==> src/sv/swsd_ram.sv <==
`timescale 1ns / 1ps
// Generic single-clock RAM: one write port, one read port, registered read data.
// No dependencies.
module swsd_ram #(
    parameter int WIDTH = 16,
    parameter int DEPTH = 256
) (
    input  logic                                  i_clk,
    input  logic                                  i_we,
    input  logic [((DEPTH > 1) ? $clog2(DEPTH) : 1)-1:0] i_waddr,
    input  logic [WIDTH-1:0]                      i_wdata,
    input  logic [((DEPTH > 1) ? $clog2(DEPTH) : 1)-1:0] i_raddr,
    output logic [WIDTH-1:0]                      o_rdata
);

    logic [WIDTH-1:0] r_mem [DEPTH];
    logic [WIDTH-1:0] r_rdata;

    always_ff @(posedge i_clk) begin
        if (i_we) begin
            r_mem[i_waddr] <= i_wdata;
        end
        r_rdata <= r_mem[i_raddr];
    end

    assign o_rdata = r_rdata;

endmodule

==> config.mk <==
export PLATFORM = sky130hd
export DESIGN_NAME = swsd_ram
export DESIGN_NICKNAME = d
export VERILOG_FILES = /design/src/sv/swsd_ram.sv
export SDC_FILE = /design/constraint.sdc
export NUM_CORES = 2
export LEC_CHECK = 0
export BUFFER_PORTS_ARGS = -buffer_cell sky130_fd_sc_hd__buf_2
export CORE_ASPECT_RATIO = 0.9
export CORE_MARGIN = 5
export CORE_UTILIZATION = 63
export DETAILED_ROUTE_END_ITERATION = 6
export PLACE_DENSITY = 0.79
export SKIP_LAST_GASP = 1
export SLEW_MARGIN = 10
export SYNTH_ARGS = -nofsm -noshare
export SYNTH_HDL_FRONTEND = slang
export SYNTH_SLANG_ARGS = --single-unit
==> constraint.sdc <==
create_clock -name i_clk -period 3.28 [get_ports i_clk]
set_input_delay 0.656 -clock i_clk [delete_from_list [all_inputs] [get_ports i_clk]]
set_output_delay 0.656 -clock i_clk [all_outputs]
set_load 0.02 [all_outputs]
After elaboration in Yosys (flattened, before gate mapping)
Memory sizes are Yosys's and may differ from the RTL's. A register that Yosys moved wholly into a read port is not among the register bits.
Cells that the tools add are included.
{"block": "totals", "reg_bits": 0, "ram_bits": 4096, "in_bits": 34, "wordCells": 3, "mem_count": 1}
{"block": "op_classes", "mux": 2}
{"memory": "r_mem", "words": 256, "word_bits": 16, "rd": 1, "rd_clocked_by_memory_dff": 1, "wr": 1, "line": "16", "source": "logic [WIDTH-1:0] r_mem [DEPTH];"}
{"cell": "$mux 1", "count": 2}

Longest topological paths before layout
{"block": "logic_depth", "depth_word": 2, "ltp_mapped": 12, "depth_no_buf": 6}

Least setup slack after synthesis
Ideal clock, no wire load.
{"block": "synth_path", "path_type": "input to register", "startpoint": "in i_waddr[3] in the netlist's numbering", "endpoint": "mem r_mem[235][0] (enable)", "arrival_ps": 2433, "required_ps": 2892, "slack_ps": 459, "stages": 6, "path_cell_list": "clkbuf_1 nor2b_1 clkbuf_1 nand4_1 clkbuf_1 nor2_1"}
{"item": "start, declared", "line": "10", "source": "input logic [((DEPTH > 1) ? $clog2(DEPTH) : 1)-1:0] i_waddr,"}
{"item": "end, declared", "line": "16"}
Straight into the memory's write port.

==> results.ini <==
[floorplanning]
die_h_um=486
initial_utilization_pct=63.4
pin_count=50
fp.dieW_um=539
core.rowCount=174
die_area_um2=262000
coreArea_um2=250000

[global_route]
grt_pass1_wl_um=630000
overflow=0
track_usage_pct=33.7
antenna_found_initial=36
grt_pass1_vias=85400
grt_max_degree=127

[synth]
synth_top_family_by_area=multiplexers
synth_edf_count=4096
yosys.area.top_type=edfxtp_1
synth-async-reset-ratio_pct=0
synth_area_leaders=edfxtp_1 77%, mux4_2 11%, mux2i_1 3.6%
yosysUniqueCellTypes=52
syn_area_um2=159000
synth_nets=7394
synthMuxAreaShare_pct=15.5
synth-simple-area-share_pct=1.57
ys.flop_type=edfxtp_1
synth_cells=7360
synth_fa_ha_area_share_pct=0
seq_area_frac_synth_pct=77.7
synth_top_cell_area_share_pct=77.5
synth-warning-count=0
synth_compound_area_share_pct=3.54
synth_xor_area_share_pct=0
syn_avg_cell_area_um2=21.6
ys_seq_elements=4112

[clocking]
cts_buffers=390
cts_hold_buf=0
path_clk_slew_ns=0.06
cts_sinks=4112
postCtsSetupRepairBufs=0
clkLatencyLatePin_ns=0.92
cts_tree=done
cts_buffer_depth=4
htree_levels=5
root_buffer=clkbuf_16

[run_status]
status=finished with violations
violations=design-rule violations

[drt]
post_drt_wl_per_cell_um=37.0
top_layer=met5
ant_nets=0
vias=86600
wl_um=445000
drt_iter0_drc=15100
drc=1
vias_per_cell=7.19
wl_met1_um=151000
wl_met3_um=64200
route.met2.wl_um=207000
first_pass_iters=7

[cells_and_area]
mostFrequentLayoutCells=4096 x edfxtp_1, 866 x buf_4, 797 x mux4_2
final_common_cell=edfxtp_1
fillers=13300
instances_no_fill=12000
area_delta_synth_final_pct=15.0
fin_nets=8377
drive_gt1_share_pct=29.1

[placed_design]
place.gp.congestion=0.921
dp_hpwl_um=260000
placed_cells=11300
port_buffers=49

[sta]
worst_slew_pin_slew_ns=1.26
period_minus_slack_ns=3.15
fmax_ghz=0.318
slew_headroom_pct=15.2
slew_violations=0
whs_ns=0.167
period_share_pct=95.9
hold_viol=0
finClkSkew_ns=0.0552
grt_setup_unrepaired=no
fin_setup_tns_ns=0
finalSetupViolCount=0

[critical_path]
arrival_ns=3.90
crit_path_end_kind=flop
critPathMaxFanout=22
cp.required_ns=4.03
start_kind=input port
critPathKind=input port to flop

[power]
peakVddDrop_mv=0.817
power_leakage_nw=59.4
power_density_nw_per_um2=597

[worst_hold_path]
hp-class=input port to flop

[run]
drv_cap=0

state kept, by name, indices dropped and copies added (netlist names):
name     count
o_rdata     16
r_mem     4096
cell usage after synthesis, drive strengths merged (18+ instances only):
| master | instances |
|---|---|
| edfxtp | 4096 |
| mux4 | 797 |
| mux2i | 565 |
| nor2 | 304 |
| o221ai | 253 |
| clkbuf | 230 |
| buf | 222 |
| a21oi | 175 |
| o22ai | 148 |
| nor3 | 92 |
| mux2 | 88 |
| a22oi | 43 |
| nand2 | 38 |
| o21ai | 38 |
| nand3 | 35 |
| a22o | 32 |
| a221oi | 28 |
| nand4 | 26 |
| o32ai | 21 |
| a211oi | 18 |
| nor4 | 18 |
logic make-up (layout without fill, tap and decap cells):
kind of cell | Yosys count | in the layout
compound gates | 786 | 786
flops | 4112 | 4112
other cells | 0 | 23
mux | 1450 | 1450
buf+inv | 456 | 1763
simple gates | 556 | 556
metal layers:
layer	GRT usage, %	up-vias
met2	51.4	7737
met1	46.8	44400
li1	-	33200
met5	0	-
met4	14.5	12
met3	9.42	1206
layout make-up:
| cell class | instances | area [um^2] | share of cell area, % |
|---|---|---|---|
| Timing Repair Buffer | 1043 | 9510 | 5.21 |
| Sequential cell | 4112 | 123000 | 67.6 |
| Clock inverter | 237 | 2340 | 1.28 |
| Multi-Input combinational cell | 2792 | 32800 | 18.0 |
| Antenna cell | 23 | 57.6 | 0.0315 |
| Inverter | 4 | 27.5 | 0.0151 |
| Clock buffer | 479 | 10200 | 5.60 |
| Tap cell | 3344 | 4180 | 2.29 |
worst max-delay path: stages:
cell and delay [ns]:
buf_12 0.19, buf_12 0.22, buf_12 0.21, buf_12 0.22, buf_12 0.23, buf_12 0.19, mux2i_1 0.27, o221ai_1 0.24
o22ai_1 0.24, nor3_1 0.13, buf_4 0.18, nor4_1 0.74, nor4_1 0.10
per-stage QoR:
step	power, mW	cell area (um^2)	worst slack, ns	util, %
6_report	109	182000	0.134	72.9
5_1_grt	112	182000	0.0832	72.9
4_1_cts	109	182000	0.164	72.9
3_5_place_dp	65.1	170000	-0.976	67.8
3_3_place_gp	64.9	170000	-0.982	67.8
2_1_floorplan	62.0	159000	0.459	-
power breakdown:
part           internal, mW  total (mW)  switching (mW)
clock                  25.2        44.8            19.6
combinational          2.33        6.21            3.89
sequential             57.9        58.0          0.0972
total                  85.4         109            23.6
what timing repair did:
| action | in CTS | in global routing |
|---|---|---|
| gates cloned | 0 | 0 |
| gates resized for setup | 1 | 1 |
| setup endpoints to repair | 1 | 1 |
worst paths after layout:
path / start / end / slack, ns / cells after the start
worst max-delay path: i_raddr[0] / o_rdata[12]$_DFF_P_ / 0.13 / 13
worst min-delay path: i_wdata[7] / r_mem[110][7]$_DFFE_PP_ / 0.17 / 1
worst max register to register: r_mem[11][1]$_DFFE_PP_ / o_rdata[1]$_DFF_P_ / 0.29 / 8
worst min register to register: r_mem[202][4]$_DFFE_PP_ / o_rdata[4]$_DFF_P_ / 1.07 / 5
Power figures use the tool's default switching activity.
