### src/sv/swsd_pkg.sv
`timescale 1ns / 1ps
// Shared types and constants for the sliding-window standard deviation block.
// No dependencies; imported by the top, square-root and divider modules (not by the RAM).
package swsd_pkg;

    // Fixed field widths of the stream and configuration ports, and window length limits
    parameter int STD_W      = 23;
    parameter int HELD_W     = 9;
    parameter int CFG_W      = 9;
    parameter int WIN_MIN    = 2;
    parameter int WIN_RESET  = 16;
    // radicand is scaled by 2^16 so the root carries 8 fraction bits
    parameter int FRAC_SHIFT = 16;

    localparam logic [STD_W-1:0] STD_MAX = '1;

    typedef enum logic [3:0] {
        S_IDLE,
        S_READ,
        S_ACCUM,
        S_MUL,
        S_DIFF,
        S_ROOT_GO,
        S_ROOT_WAIT,
        S_DIV_GO,
        S_DIV_WAIT,
        S_OUT
    } t_state;

    // status of a multi-cycle arithmetic unit
    typedef struct packed {
        logic busy;
        logic done;
    } t_unit_stat;

endpackage

### src/sv/swsd_isqrt.sv
`timescale 1ns / 1ps
// Iterative integer square root, two radicand bits per cycle (digit by digit).
// Depends on swsd_pkg for the unit status struct.
module swsd_isqrt #(
    parameter int RAD_W = 66
) (
    input  logic                    i_clk,
    input  logic                    i_rst_n,
    input  logic                    i_start,
    input  logic [RAD_W-1:0]        i_rad,
    output swsd_pkg::t_unit_stat    o_stat,
    output logic [RAD_W/2-1:0]      o_root
);
    import swsd_pkg::*;

    localparam int ROOT_W = RAD_W / 2;
    localparam int CNT_W  = $clog2(ROOT_W + 1);

    logic [RAD_W-1:0]  r_rad;
    logic [ROOT_W+1:0] r_rem;
    logic [ROOT_W-1:0] r_root;
    logic [CNT_W-1:0]  r_cnt;
    logic              r_busy;
    logic              r_done;

    logic [ROOT_W+1:0] rem_sh;
    logic [ROOT_W+1:0] trial;
    logic              take;

    // bring down the next two radicand bits and try root*4+1
    assign rem_sh = {r_rem[ROOT_W-1:0], r_rad[RAD_W-1 -: 2]};
    assign trial  = {r_root, 2'b01};
    assign take   = (rem_sh >= trial);

    always_ff @(posedge i_clk) begin
        if (!i_rst_n) begin
            r_busy <= 1'b0;
            r_done <= 1'b0;
            r_cnt  <= '0;
        end else begin
            r_done <= 1'b0;
            if (i_start && !r_busy) begin
                r_rad  <= i_rad;
                r_rem  <= '0;
                r_root <= '0;
                r_cnt  <= CNT_W'(ROOT_W);
                r_busy <= 1'b1;
            end else if (r_busy) begin
                r_rad  <= r_rad << 2;
                r_rem  <= take ? (rem_sh - trial) : rem_sh;
                r_root <= {r_root[ROOT_W-2:0], take};
                r_cnt  <= r_cnt - CNT_W'(1);
                if (r_cnt == CNT_W'(1)) begin
                    r_busy <= 1'b0;
                    r_done <= 1'b1;
                end
            end
        end
    end

    assign o_stat.busy = r_busy;
    assign o_stat.done = r_done;
    assign o_root      = r_root;

endmodule

### config.mk
export PLATFORM = sky130hd
export DESIGN_NAME = swsd_isqrt
export DESIGN_NICKNAME = d
export VERILOG_FILES = /design/src/sv/swsd_pkg.sv /design/src/sv/swsd_isqrt.sv
export SDC_FILE = /design/constraint.sdc
export NUM_CORES = 1
export LEC_CHECK = 0
export ABC_AREA = 0
export ABC_CLOCK_PERIOD_IN_PS = 16800
export BUFFER_PORTS_ARGS = -buffer_cell sky130_fd_sc_hd__buf_2
export CAP_MARGIN = 20
export CORE_UTILIZATION = 63
export CTS_CLUSTER_SIZE = 40
export DETAILED_ROUTE_END_ITERATION = 12
export PLACE_DENSITY = 0.95
export SLEW_MARGIN = 20
export SYNTH_ARGS = -nofsm -noshare
export SYNTH_HDL_FRONTEND = slang
export SYNTH_SLANG_ARGS = --single-unit
### constraint.sdc
create_clock -name i_clk -period 16.8 [get_ports i_clk]
set_clock_uncertainty 0.05 [all_clocks]
set_input_delay 1.68 -clock i_clk [delete_from_list [all_inputs] [get_ports i_clk]]
set_output_delay 1.68 -clock i_clk [all_outputs]
set_load 0.02 [all_outputs]
---- Yosys cells after proc, flatten, opt, wreduce, memory -nomap -nowiden ----
Index checks and enable logic that the tools add are counted.
cells by class
  add/sub/neg operators ................... 2
  multiplexer cells ....................... 11
  bitwise gates (word level) .............. 2
  magnitude comparators ................... 1
  reductions and logical operators ........ 6
  equality and inequality tests ........... 1
operator list
  operator             number
  $mux 66              2
  $mux 33              3
  $ge 35x35->1         1
  $sub 33x33->33       1
  $mux 6               2
  $eq 6x1->1 const B   1
  $sub 6x1->6 const B  1
  $mux 1               4
  $reduce_or 3->1      1
  $not 1->1            2
  $reduce_and 2->1     1
  $reduce_bool 2->1    1
  $reduce_or 2->1      1
  $logic_and 1x1->1    1
  $logic_not 1->1      1
word-level totals
  logic and storage cells ................. 30
  register bits ........................... 140
  input port bits ......................... 69
  output and inout bits ................... 35

---- Depth between registers and ports, before layout ----
  depth in word-level cells ............... 4
  mapped depth ............................ 12
  mapped depth without buffers ............ 10

---- Least setup slack after synthesis ----
OpenSTA, ideal clock, no wires.
  path type ............................... in2reg
  start ................................... in i_rst_n
  end ..................................... reg r_root[0], in the netlist o_root[0], enable pin
  path slack .............................. 8,865 ps
  path buffers ............................ 0
  cell stages on the path ................. 2
  setup time .............................. 625 ps
  arrival time ............................ 7,260 ps
  data required time ...................... 16,125 ps
  cells stage by stage .................... inv_1 > nor2_1
on the way
  word-level cells in the longest chain between the ends .. 1
RTL lines
  element                     line              RTL
  from (decl)                 swsd_isqrt.sv:8   input logic i_rst_n,
  $reduce_and 2->1 (no line)  -
  to (signal assigned)        swsd_isqrt.sv:51  r_root <= {r_root[ROOT_W-2:0], take};
  to (decl)                   swsd_isqrt.sv:21  logic [ROOT_W-1:0] r_root;
No other way between the ends.
A chain may end at the register's enable or synchronous reset.

---- Final worst setup path ----
  start ................................... reg r_rem[19]
  end ..................................... reg r_rem[29] (data pin)
on the way
  word-level cells in the longest chain between the ends .. 3
  elaborated cells between the ends (all ways) .. 4
  classes of those cells .................. add/sub: 1; order compare: 1; mux: 2
RTL lines
  element                                                line                                RTL
  from (decl)                                            swsd_isqrt.sv:20                    logic [ROOT_W+1:0] r_rem;
  from (signal assigned)                                 swsd_isqrt.sv:50                    r_rem <= take ? (rem_sh - trial) : rem_sh;
  $sub 33x33->33 / $ge 35x35->1 (equally long branches)  swsd_isqrt.sv:50, swsd_isqrt.sv:33
  $mux 33 *                                              swsd_isqrt.sv:50
  $mux 33 *                                              swsd_isqrt.sv:48                    end else if (r_busy) begin
Mark *: on every way between the ends. The rest lies on a longest branch, timed or not. The select of a mux whose other input is x is not followed.

==> results.md <==
* Commonest non-fill, non-tap cell in the layout: nand2_1
* #FFs+latches synth at 140
* # rows at 40
* Layout area overhead at 15.46%
* Residual DRC at 0
* Die Area at 12920 µm²
* Hold Path Class: reg -> reg
* Number of clock sinks at 140
* Peak Freq at 272.2 MHz
* Post-CTS setup buffers at 0
* Hpwl dp at 11030 µm
* VDD IR max at 0.07737 mV
* PortBufs at 103
* Top FF cell, synth: edfxtp_1
* Status: finished, final reports clean
* Synthesized area at 7858 µm²
* WS Path Type: reg -> reg
* Drt via density at 5.702
* Antenna fix cells at 0
* CTS Buffer Depth at 2
* Die X at 113.7 µm
* CTS buffer count at 17
* Root buf cell: clkbuf_16
* Tot GR Track Use at 27.93%
* Period utilization at 21.87%
* Crit. End Element: register
* H-tree depth at 4
* Initial antenna violation count at 0
* Core Region at 12060 µm²
* Post-CTS Resized at 0
* First-pass GRT wire length at 27870 µm
* Clock Pin Slew Worst Setup and Hold Paths at 0.06 ns
* Yosys warns at 0
* CTS tree: done
* Final nets at 1017
* Most frequent cells in the layout: nand2_1 (230), edfxtp_1 (132), buf_2 (103)
* Routability-driven placement congestion ratio at 0.9046
* Fillers at 807
* CP startpoint kind: register
* Final Hold Violating Endpoints at 0
* Fraction of layout cells with a size suffix above 1 at 16.34%
* Asr flop ratio synth at 0%
* Post-route ant nets at 0
* Headroom to the max-slew limit at 31.34%
* Max Cap Viol at 0
* Cell Pwr Density at 121.2 nW/µm²
* Final setup fails at 0
* Io pins at 104
* Final WL at 16820 µm
* RSZ-0062 raised after global routing: no
* Die Ht at 113.7 µm
* Setup tns final at 0 ns
* Cells after synthesis at 823
* Worst endpoint required time at 17.01 ns
* WL/cell at 15.41 µm
* Pleak at 3.967 nW
* Minimum clock period after layout at 3.674 ns
* Grt ovf at 0
* Slew @ Worst Pin at 1.030 ns
* Drt pass-1 iters at 7
* Post-synth cell types at 56
* Initial DRC count at 501
* Mapped Nets at 929
* Number of flops mapped to enable cells by yosys at 132
* Sequential fraction of the synthesis area at 52.48%
* Final slew viol count at 0
* Syn Area/Cell at 9.547 µm²
* Crit Path Max Fanout at 44
* Vias in the first global route at 6020
* Cts hold-fix bufs at 0
* Initial Util at 65.15%
* Final Power at 1.100 mW
* Critical Path AT at 3.88 ns
* Largest net degree at the start of global routing at 85
* Via count at 6227
* Skew-Pair Late Insertion Delay at 0.43 ns
==> final cells by class <==
type | instances | area, µm² | share of cell area [%]
inverter | 47 | 176.4 | 1.945
clock buffer | 18 | 429.2 | 4.730
sequential | 140 | 4124 | 45.46
multi-input combinational | 596 | 3378 | 37.24
clock inverter | 14 | 193.9 | 2.138
timing repair buffer | 109 | 560.5 | 6.178
tap | 168 | 210.2 | 2.317
==> metal layers <==
layer  vias up  part of all wire [%]  track usage [%]
met5         -                     0                0
met4         0                   1.7            9.035
met3        28                   6.9            7.811
met2       236                    50            47.52
met1      2935                    41            34.53
li1       3028                     -                -
==> worst max-delay path, cell delays in order (launching register included) <==
cell and delay [ns]:
edfxtp_1 0.42, ha_1 0.50, nand4_1 0.22, or4_1 0.62, nor3_2 0.23, o31ai_1 0.09
o311a_1 0.16, a21oi_4 0.16, buf_4 0.51, nand2_2 0.23, o32ai_2 0.31
==> Yosys cell counts, types with 2 or more instances <==
| cell | number | share of area, % |
|---|---|---|
| nor3b_1 | 2 | 0.19 |
| buf_2 | 3 | 0.19 |
| buf_6 | 4 | 0.57 |
| ha_1 | 37 | 5.9 |
| nor3_1 | 15 | 0.96 |
| buf_4 | 3 | 0.29 |
| nor2b_1 | 5 | 0.40 |
| o22ai_1 | 3 | 0.24 |
| nand3_1 | 11 | 0.70 |
| or4_1 | 3 | 0.29 |
| o21ai_0 | 22 | 1.4 |
| or3_1 | 6 | 0.48 |
| o31ai_1 | 5 | 0.48 |
| nand2_1 | 230 | 11 |
| edfxtp_1 | 132 | 50 |
| dfxtp_1 | 8 | 2.0 |
| a21oi_1 | 42 | 2.7 |
| a211oi_1 | 4 | 0.38 |
| a311oi_1 | 2 | 0.22 |
| a31oi_1 | 2 | 0.16 |
| inv_1 | 47 | 2.2 |
| clkbuf_1 | 27 | 1.3 |
| o21bai_1 | 6 | 0.57 |
| buf_1 | 2 | 0.096 |
| a21o_1 | 10 | 0.96 |
| o211ai_1 | 4 | 0.38 |
| xor2_1 | 10 | 1.1 |
| and2_1 | 5 | 0.40 |
| a2111oi_0 | 2 | 0.22 |
| o21a_1 | 7 | 0.67 |
| a211oi_2 | 3 | 0.48 |
| nand2b_1 | 11 | 0.88 |
| nand4_1 | 12 | 0.96 |
| mux2i_1 | 19 | 2.4 |
| o32ai_2 | 2 | 0.41 |
| nor2_1 | 82 | 3.9 |
| xnor2_1 | 16 | 1.8 |
==> state kept, by name (all words and copies together), names as in the netlist <==
signal  flops
r_rad      66
o_root     33
r_rem      33
r_cnt       6
r_busy      1
r_done      1
==> through the flow <==
| stage | cells | cell area, µm² | hold slack, ns | setup slack [ns] | utilization, % |
|---|---|---|---|---|---|
| floorplan | 823 | 7858 | 0.4039 | 8.865 | - |
| global placement | 1060 | 8449 | 0.4242 | 12.91 | 70.05 |
| detailed placement | 1060 | 8449 | 0.4401 | 12.89 | 70.05 |
| CTS | 1092 | 9072 | 0.4481 | 13.13 | 75.22 |
| global route | 1092 | 9072 | 0.4647 | 12.91 | 75.22 |
| finish | 1092 | 9072 | 0.4483 | 13.13 | 75.22 |
==> kinds of logic after synthesis <==
logic type | count (synthesis) | synth area share (%)
buffers and inverters | 87 | 4.745
muxes | 19 | 2.420
and+or+nand+nor | 389 | 20.91
DFF | 140 | 52.48
adders and majority gates | 37 | 5.892
AOI/OAI and AO/OA | 125 | 10.65
xor gates and xnor gates | 26 | 2.898
==> power by group <==
group	internal, mW	switching (mW)	leakage [nW]
logic	0.101	0.161	2.32
registers	0.427	0.0145	1.34
clock network	0.249	0.148	0.302
total	0.777	0.323	3.97
==> path summary, 6_finish.rpt <==
check	startpoint	to	slack, ns	cells past startpoint
setup / recovery	r_rem[19]	r_rem[29]	13.13	10
hold / removal	r_cnt[5]	r_cnt[5]	0.45	1
setup reg to reg	r_rem[19]	r_rem[29]	13.13	10
hold reg to reg	r_cnt[5]	r_cnt[5]	0.45	1
Note: power is estimated with default switching activity, not from simulation.
