File: src/sv/swsd_pkg.sv
`timescale 1ns / 1ps
// Shared types and constants for the sliding-window standard deviation block.
// No dependencies; imported by the top, square-root and divider modules (not by the RAM).
package swsd_pkg;

    // Fixed field widths of the stream and configuration ports, and window length limits
    parameter int STD_W      = 23;
    parameter int HELD_W     = 9;
    parameter int CFG_W      = 9;
    parameter int WIN_MIN    = 2;
    parameter int WIN_RESET  = 16;
    // radicand is scaled by 2^16 so the root carries 8 fraction bits
    parameter int FRAC_SHIFT = 16;

    localparam logic [STD_W-1:0] STD_MAX = '1;

    typedef enum logic [3:0] {
        S_IDLE,
        S_READ,
        S_ACCUM,
        S_MUL,
        S_DIFF,
        S_ROOT_GO,
        S_ROOT_WAIT,
        S_DIV_GO,
        S_DIV_WAIT,
        S_OUT
    } t_state;

    // status of a multi-cycle arithmetic unit
    typedef struct packed {
        logic busy;
        logic done;
    } t_unit_stat;

endpackage

File: src/sv/swsd_div.sv
`timescale 1ns / 1ps
// Restoring divider, one quotient bit per cycle; remainder is discarded.
// Depends on swsd_pkg for the unit status struct.
module swsd_div #(
    parameter int NUM_W = 33,
    parameter int DEN_W = 9
) (
    input  logic                    i_clk,
    input  logic                    i_rst_n,
    input  logic                    i_start,
    input  logic [NUM_W-1:0]        i_num,
    input  logic [DEN_W-1:0]        i_den,
    output swsd_pkg::t_unit_stat    o_stat,
    output logic [NUM_W-1:0]        o_quot
);
    import swsd_pkg::*;

    localparam int CNT_W = $clog2(NUM_W + 1);

    logic [NUM_W-1:0] r_num;
    logic [NUM_W-1:0] r_quot;
    logic [DEN_W-1:0] r_den;
    logic [DEN_W-1:0] r_rem;
    logic [CNT_W-1:0] r_cnt;
    logic             r_busy;
    logic             r_done;

    logic [DEN_W:0]   rem_sh;
    logic [DEN_W:0]   rem_diff;
    logic             take;

    assign rem_sh   = {r_rem, r_num[NUM_W-1]};
    assign rem_diff = rem_sh - {1'b0, r_den};
    assign take     = (rem_sh >= {1'b0, r_den});

    always_ff @(posedge i_clk) begin
        if (!i_rst_n) begin
            r_busy <= 1'b0;
            r_done <= 1'b0;
            r_cnt  <= '0;
        end else begin
            r_done <= 1'b0;
            if (i_start && !r_busy) begin
                r_num  <= i_num;
                r_den  <= i_den;
                r_rem  <= '0;
                r_quot <= '0;
                r_cnt  <= CNT_W'(NUM_W);
                r_busy <= 1'b1;
            end else if (r_busy) begin
                r_num  <= r_num << 1;
                r_rem  <= take ? rem_diff[DEN_W-1:0] : rem_sh[DEN_W-1:0];
                r_quot <= {r_quot[NUM_W-2:0], take};
                r_cnt  <= r_cnt - CNT_W'(1);
                if (r_cnt == CNT_W'(1)) begin
                    r_busy <= 1'b0;
                    r_done <= 1'b1;
                end
            end
        end
    end

    assign o_stat.busy = r_busy;
    assign o_stat.done = r_done;
    assign o_quot      = r_quot;

endmodule
File: config.mk
export PLATFORM = sky130hd
export DESIGN_NAME = swsd_div
export DESIGN_NICKNAME = d
export VERILOG_FILES = /design/src/sv/swsd_pkg.sv /design/src/sv/swsd_div.sv
export SDC_FILE = /design/constraint.sdc
export NUM_CORES = 1
export LEC_CHECK = 0
export BUFFER_PORTS_ARGS = -buffer_cell sky130_fd_sc_hd__buf_2
export CORE_MARGIN = 3
export CORE_UTILIZATION = 30
export DETAILED_ROUTE_END_ITERATION = 8
export MAX_ROUTING_LAYER = met4
export SETUP_SLACK_MARGIN = 0.05
export SLEW_MARGIN = 40
export SYNTH_ARGS = -nofsm -noshare
export SYNTH_HDL_FRONTEND = slang
export SYNTH_SLANG_ARGS = --single-unit
File: constraint.sdc
create_clock -name i_clk -period 6.15 [get_ports i_clk]
set_input_delay 0.615 -clock i_clk [delete_from_list [all_inputs] [get_ports i_clk]]
set_output_delay 0.615 -clock i_clk [all_outputs]
set_load 0.1 [all_outputs]
### Word-level counts from Yosys, hierarchy flattened

Cells that the tools add are included.

| cells by class | value |
|---|---|
| $add $sub $neg | 2 |
| order comparisons | 1 |
| equality and inequality tests | 1 |
| muxes and demuxes | 11 |
| bitwise operators | 2 |
| reductions and logical operators | 7 |

Operator list:

| operator | number |
|---|---|
| two-way mux 33 bit | 3 |
| two-way mux 9 bit | 2 |
| two-way mux 6 bit | 2 |
| >= comparator 10 x 9 -> 1 bit | 1 |
| subtractor 9 bit | 1 |
| equality test 6 x 1 -> 1 bit (second input constant) | 1 |
| subtractor 6 x 1 -> 6 bit (second input constant) | 1 |
| two-way mux 1 bit | 4 |
| AND reduction 2 bit | 2 |
| OR reduction 3 bit | 1 |
| NOT 1 bit | 2 |
| nonzero test 2 bit | 1 |
| OR reduction 2 bit | 1 |
| logical AND 1 bit | 1 |
| logical NOT 1 bit | 1 |

| word-level totals | value |
|---|---|
| register bits after elaboration | 92 |
| word-level logic and storage cells | 32 |

### Depth between registers and ports, before layout

Gate-level depths: netlist of the first run.

| logic depth | value |
|---|---|
| depth in word-level cells | 4 |
| gate-level depth with buffers | 10 |

### Least setup slack after synthesis of the first run

OpenSTA, ideal clock, no wires.

| path | value |
|---|---|
| kind | input to register |
| start | input port i_rst_n |
| end | register r_quot[0], in the netlist o_quot[0] (enable) |
| arrival | 3.852 ns |
| slack | 1.789 ns |
| stages on the path | 2 |
| path buffers | 0 |
| cells stage by stage | inv_1 > nor2_1 |

| between the ends | value |
|---|---|
| word-level cells in the longest chain between the ends | 1 |

Ends and longest elaborated chain:

| item | RTL line | RTL |
|---|---|---|
| from (decl) | swsd_div.sv:9 | `input logic i_rst_n,` |
| AND reduction 2 bit (no line) | n/a |  |
| to (signal assigned) | swsd_div.sv:53 | `r_quot <= {r_quot[NUM_W-2:0], take};` |
| to (decl) | swsd_div.sv:21 | `logic [NUM_W-1:0] r_quot;` |

Every way passes these cells.
A chain may end at the register's enable or synchronous reset.

### Worst setup path in the final report of the first run

| path | value |
|---|---|
| start | register r_num[32] |
| end | register r_rem[1] (data pin) |

| between the ends | value |
|---|---|
| word-level cells in the longest chain between the ends | 3 |
| elaborated cells on any way between the ends | 4 |
| those cells by class | 1 x add/sub; 1 x order compare; 2 x mux |

Ends and longest elaborated chain:

| item | RTL line | RTL |
|---|---|---|
| from (decl) | swsd_div.sv:20 | `logic [NUM_W-1:0] r_num;` |
| from (signal assigned) | swsd_div.sv:44 | `r_num <= i_num;` |
| from (signal assigned) | swsd_div.sv:51 | `r_num <= r_num << 1;` |
| subtractor 9 bit / >= comparator 10 x 9 -> 1 bit (equally long branches) | swsd_div.sv:33, swsd_div.sv:34 |  |
| two-way mux 9 bit (*) | swsd_div.sv:52 | `r_rem <= take ? rem_diff[DEN_W-1:0] : rem_sh[DEN_W-1:0];` |
| two-way mux 9 bit (*) | swsd_div.sv:50 | `end else if (r_busy) begin` |
| to (signal assigned) | swsd_div.sv:52 |  |
| to (decl) | swsd_div.sv:23 | `logic [DEN_W-1:0] r_rem;` |

Mark *: on every way between the ends. The rest lies on a longest branch, timed or not. The select of a mux whose other input is x is not followed.

==> results of run 1 <==
-- cell usage after synthesis, drive strengths merged (3+ instances only) --
cell type,count,share of area (%)
nor3b,3,0.55
xnor2,5,1.1
a21oi,6,0.73
nand2b,3,0.46
ha,11,3.4
o21ai,4,0.49
buf,4,0.76
nand2,100,9.2
and2,34,5.2
a211oi,5,1.0
inv,17,1.6
mux2i,3,0.73
edfxtp,84,62
nand3,5,0.61
a21o,4,0.73
nor2,15,1.4
nor3,3,0.37
clkbuf,12,1.1
dfxtp,8,3.9
-- metal layers --
metal / vias up / GRT usage (%)
li1: 1356 / -
met1: 1253 / 14.9
met2: 62 / 18.6
met3: 10 / 3.09
met4: 0 / 3.36
met5: - / -
-- per-stage QoR --
| step | power (mW) | setup slack, ns | cells | hold WS (ns) | util [%] |
|---|---|---|---|---|---|
| global placement | 1.11 | 3.45 | 592 | 0.478 | 35.0 |
| detailed placement | 1.12 | 3.55 | 593 | 0.502 | 35.3 |
| CTS | 1.75 | 3.53 | 609 | 0.432 | 37.9 |
| finish | 1.72 | 3.52 | 609 | 0.453 | 37.9 |
| floorplan | 1.05 | 1.79 | 351 | 0.455 | - |
| global route | 1.81 | 3.31 | 609 | 0.437 | 37.9 |
-- worst max-delay path: stages (launching register included) --
cell and delay [ns]:
edfxtp_1 0.38, inv_1 0.07, ha_1 0.16, inv_1 0.06, fa_1 0.40, a21o_1 0.23, a221oi_2 0.38, a31oi_2 0.35
mux2i_1 0.28, nor2_1 0.05
-- cells by family (layout without fill, tap and decap cells) --
group           Yosys count  after routing
flops                    92             92
fa+ha+maj                12             12
xor+xnor                  6              6
buf+inv                  33            115
compound gates           30             30
simple gates            174            174
mux                       4              4
-- power by group --
group          internal [mW]  switching [mW]  total, mW
combinational         0.0952           0.233      0.328
clock                  0.396           0.229      0.626
sequential             0.748          0.0225      0.771
total                   1.24           0.485       1.72
-- final cells by class --
type | count | area [um2]
multi-input cells | 226 | 1290
repair buffers | 82 | 438
flip-flops and latches | 92 | 2680
fillers | 1321 | 8260
clock inverters | 7 | 114
clock buffers | 9 | 225
well taps | 176 | 220
inverters | 17 | 63.8
-- registers in the layout, indices dropped and copies added (netlist names) --
| signal | cells |
|---|---|
| r_num | 33 |
| r_rem | 9 |
| r_cnt | 6 |
| r_busy | 1 |
| r_done | 1 |
| r_den | 9 |
| o_quot | 33 |
-- how the worst max path moves through the flow --
stage | start | to | slack, ns | cells past startpoint
2_1_floorplan | i_rst_n | o_quot[0] | 1.79 | 2
3_3_place_gp | r_rem[3] | r_rem[7] | 3.45 | 6
3_5_place_dp | r_num[32] | r_rem[1] | 3.55 | 9
4_1_cts | r_num[32] | r_rem[1] | 3.53 | 9
5_1_grt | r_num[32] | r_rem[3] | 3.31 | 9
6_report | r_num[32] | r_rem[1] | 3.52 | 9
-- cells in the final DEF (no fill, tap or decap), types with 3 or more instances in the layout --
cell type	Yosys	routed
edfxtp_1	84	84
a211oi_1	4	4
nor2_1	15	14
nand2_1	100	100
nor3b_1	3	3
inv_1	17	17
buf_2	1	79
and2_1	34	34
mux2i_1	3	3
nor3_1	3	3
clkbuf_16	0	9
o21ai_0	4	4
xnor2_1	5	5
bufinv_16	0	3
ha_1	11	11
nand3_1	5	5
dfxtp_1	8	8
clkinv_2	0	3
a21oi_1	6	6
a21o_1	4	4
==> flow_metrics.env, run 1 <==
export IMPL_status="complete, no violations"
export IMPL_synth_area_um2=4090
export IMPL_ys_types=42
export IMPL_antenna_left=0
export IMPL_postCtsSetupBuffers=0
export IMPL_hold_end="r_den[2]"
export IMPL_synth_compound_area_share_pct=5.32
export IMPL_avgSynthCellArea_um2=11.7
export IMPL_r2r_end="r_rem[1]"
export IMPL_ff2ff_setup_slack_ns=3.52
export IMPL_nets=485
export IMPL_period_share_pct=42.7
export IMPL_finalSetupTns_ns=0
export IMPL_antenna_found_initial=0
export IMPL_min_period_ns=2.63
export IMPL_die_area_um2=15100
export IMPL_drt_wirelength_per_cell_um=13.1
export IMPL_synth_xor_xnor_area_share_pct=1.28
export IMPL_htreeDepth=3
export IMPL_synth_top_family_by_area="simple AND/OR/NAND/NOR gates"
export IMPL_hp_start="i_den[2]"
export IMPL_worst_setup_path_type="flip-flop to flip-flop"
export IMPL_r2r_start="r_num[32]"
export IMPL_ys_seq_elements=92
export IMPL_synth_nets=408
export IMPL_cts_tree="done"
export IMPL_min_path_type="primary input to flip-flop"
export IMPL_drive_above_1_share_pct=24.5
export IMPL_maxSlewViolCount=0
export IMPL_cts_root_buf="clkbuf_16"
export IMPL_ctsResizeCount=0
export IMPL_synthAdderAreaFrac_pct=3.85
export IMPL_areaGrowthSynthToFinish_pct=23.1
export IMPL_clk_latency_ns=0.33
export IMPL_vdd_drop_max_mv=0.185
export IMPL_clock_sinks=92
export IMPL_critPathRequiredTime_ns=6.23
export IMPL_relSlewSlack_pct=51.4
export IMPL_cp_max_fo=13
export IMPL_clk_pin_slew_ns=0.06
export IMPL_wl_um=7950
export IMPL_worst_pin_slew_ns=0.726
export IMPL_whs_path_depth=1
export IMPL_routed_top_layer="met4"
export IMPL_p_per_area_nw_per_um2=343
export IMPL_arrival_ns=2.70
export IMPL_end_kind="flip-flop"
export IMPL_place_gp_congestion=0.891
export IMPL_yosysWarnings=0
export IMPL_pin_count=80
export IMPL_synthArstFlopShare_pct=0
export IMPL_grt_usage_pct=11.7
export IMPL_start_kind="flip-flop"
export IMPL_dp_hpwl_um=5490
export IMPL_grt_pass1_vias=2774
export IMPL_cts_buffers=9
export IMPL_route_met3_wl_um=369
export IMPL_design_area_um2=5030
export IMPL_rsz0062_at_grt="false"
export IMPL_maxCapViolCount=0
export IMPL_clock_skew_ns=0.00347
export IMPL_cts_max_path_buffers=2
export IMPL_ys_seq_area_share_pct=65.6
export IMPL_drtIter0Drc=160
export IMPL_synth_ff_type="edfxtp_1"
export IMPL_drtPass1Iterations=4
export IMPL_r2r_cells=9
export IMPL_core_area_um2=13300
export IMPL_antenna_cells=0
export IMPL_synth_mux_area_fraction_pct=1.01
export IMPL_placed_area_um2=4700
export IMPL_vias=2681
export IMPL_die_h_um=123
export IMPL_remaining_drc_errors=0
export IMPL_wl_met2_um=3800
export IMPL_initial_utilization_pct=30.8
export IMPL_hold_buffers=0
export IMPL_finalHoldViolations=0
export IMPL_grt_max_degree=70
export IMPL_die_w_um=123
export IMPL_rows=42
export IMPL_grt_pass1_wl_um=13400
export IMPL_viasPerCell=4.40
export IMPL_synth_simple_gate_area_share_pct=19.5
export IMPL_port_buffers=79
export IMPL_finalSetupViolations=0
export IMPL_fmax_mhz=380
export IMPL_synth_edf_count=84
export IMPL_m1WireLength_um=3680
export IMPL_grt_overflow=0
export IMPL_p_leak_nw=2.14
export IMPL_synth_cells=351
No activity file was read; power rests on OpenSTA's default activity.
==> inputs of run 2 (changes only) <==
Clock period 6.15 ns to 2.6 ns, I/O delays scaled along.
==> flow_metrics.env, run 2 (same netlist as run 1, synthesis figures left out) <==
export IMPL_wl_met2_um=3800
export IMPL_grt_max_degree=76
export IMPL_final_common_cell="nand2_1"
export IMPL_clock_sinks=92
export IMPL_final_cell_mix="100 x nand2_1, 84 x edfxtp_1, 80 x buf_2"
export IMPL_finalPower_mw=3.94
export IMPL_die_area_um2=15100
export IMPL_finalHoldViolations=0
export IMPL_cp_max_fo=7
export IMPL_grt_pass1_vias=2711
export IMPL_end_kind="flip-flop"
export IMPL_multi_input_area_um2=1300
export IMPL_maxCapViolCount=0
export IMPL_critPathRequiredTime_ns=2.80
export IMPL_core_area_um2=13300
export IMPL_relSlewSlack_pct=45.9
export IMPL_htreeDepth=3
export IMPL_m1WireLength_um=3650
export IMPL_clk_pin_slew_ns=0.06
export IMPL_port_buffers=79
export IMPL_finalSetupViolations=0
export IMPL_pin_count=80
export IMPL_die_h_um=123
export IMPL_dp_hpwl_um=5260
export IMPL_nets=489
export IMPL_vias=2726
export IMPL_remaining_drc_errors=0
export IMPL_grt_usage_pct=11.3
export IMPL_final_core_util_pct=37.9
export IMPL_ff_latch_area_um2=2680
export IMPL_grt_overflow=0
export IMPL_final_cells=613
export IMPL_vdd_drop_max_mv=0.280
export IMPL_arrival_ns=2.71
export IMPL_cts_tree="done"
export IMPL_cts_root_buf="clkbuf_16"
export IMPL_cts_buffers=9
export IMPL_antenna_left=0
export IMPL_placed_cells_incl_taps=595
export IMPL_period_share_pct=96.5
export IMPL_status="complete, no violations"
export IMPL_wl_um=8020
export IMPL_worst_setup_path_type="flip-flop to flip-flop"
export IMPL_rows=42
export IMPL_crit_slowest_cell="a2111oi_0"
export IMPL_antenna_found_initial=0
export IMPL_drt_wirelength_per_cell_um=13.1
export IMPL_min_period_ns=2.51
export IMPL_worst_pin_slew_ns=0.790
export IMPL_antenna_cells=0
export IMPL_place_gp_congestion=0.818
export IMPL_route_met3_wl_um=489
export IMPL_maxSlewViolCount=0
export IMPL_initial_utilization_pct=30.8
export IMPL_start_kind="flip-flop"
export IMPL_drtIter0Drc=211
export IMPL_drive_above_1_share_pct=25.6
export IMPL_nFillCells=1324
export IMPL_fmax_mhz=398
export IMPL_cts_max_path_buffers=2
export IMPL_clock_skew_ns=0.00711
export IMPL_max_stage_delay_ns=0.74
export IMPL_p_leak_nw=2.13
export IMPL_routed_top_layer="met4"
export IMPL_drtPass1Iterations=4
export IMPL_design_area_um2=5040
export IMPL_p_per_area_nw_per_um2=781
export IMPL_areaGrowthSynthToFinish_pct=23.1
export IMPL_viasPerCell=4.45
export IMPL_grt_pass1_wl_um=12900
export IMPL_clk_latency_ns=0.34
export IMPL_path_cells="ha_1 -> a21o_1 -> a2111oi_0 -> a31oi_2 -> buf_6 -> or2_1 -> a21oi_2"
export IMPL_finalSetupTns_ns=0
export IMPL_min_path_type="primary input to flip-flop"
export IMPL_die_w_um=123
export IMPL_placed_area_um2=4700
run 2: cell types whose count changed in the layout (fill, tap and decap cells not counted), sizes merged:
| cell | change |
|---|---|
| bufinv | -2 |
| clkinvlp | +1 |
| clkinv | +1 |
| buf | +4 |
run 2: per-layer routing:
| layer | vias up | GRT usage, % |
|---|---|---|
| met5 | - | - |
| li1 | 1370 | - |
| met1 | 1280 | 14.5 |
| met4 | 0 | 3.99 |
| met3 | 7 | 3.92 |
| met2 | 69 | 16.8 |
run 2: metrics by stage:
step	setup slack, ns	hold WS (ns)
after floorplan	0.301	0.359
after global placement	0.208	0.441
after detailed placement	0.137	0.440
after CTS	0.105	0.0738
after global routing	-0.0282	0.0786
final	0.0900	0.0919
run 2: final timing paths:
| check | from | depth (start not counted) | slack [ns] | endpoint |
|---|---|---|---|---|
| max | r_rem[6] | 7 | 0.09 | r_rem[5] |
| min | i_den[3] | 1 | 0.09 | r_den[3] |
| max reg2reg | r_rem[6] | 7 | 0.09 | r_rem[5] |
| min reg2reg | r_cnt[5] | 1 | 0.49 | r_cnt[5] |
run 2: final cells by class:
| class | count | area share, % |
|---|---|---|
| Sequential cell | 92 | 53.3 |
| Multi-Input combinational cell | 226 | 25.9 |
| Timing Repair Buffer | 86 | 9.42 |
| Clock buffer | 9 | 4.47 |
| Tap cell | 176 | 4.37 |
| Clock inverter | 7 | 1.32 |
| Inverter | 17 | 1.27 |
run 2: critical path, delay by kind of cell, from the launching register on:
kind / cells / cell delay (ns)
compound gates: 4 / 1.20
fa+ha+maj: 1 / 0.37
simple gates: 1 / 0.21
buf+inv: 1 / 0.19
flops: 1 / 0.39
run 2: where the power goes:
part	switching [mW]	total [mW]	internal, mW
clock network	0.558	1.30	0.742
registers	0.0516	1.82	1.77
logic	0.568	0.814	0.246
total	1.18	3.94	2.76
run 2: repair_timing:
item,in CTS,in global routing
hold buffers,0,0
resized for setup,0,6
buffers inserted,0,1
setup endpoints to repair,0,9
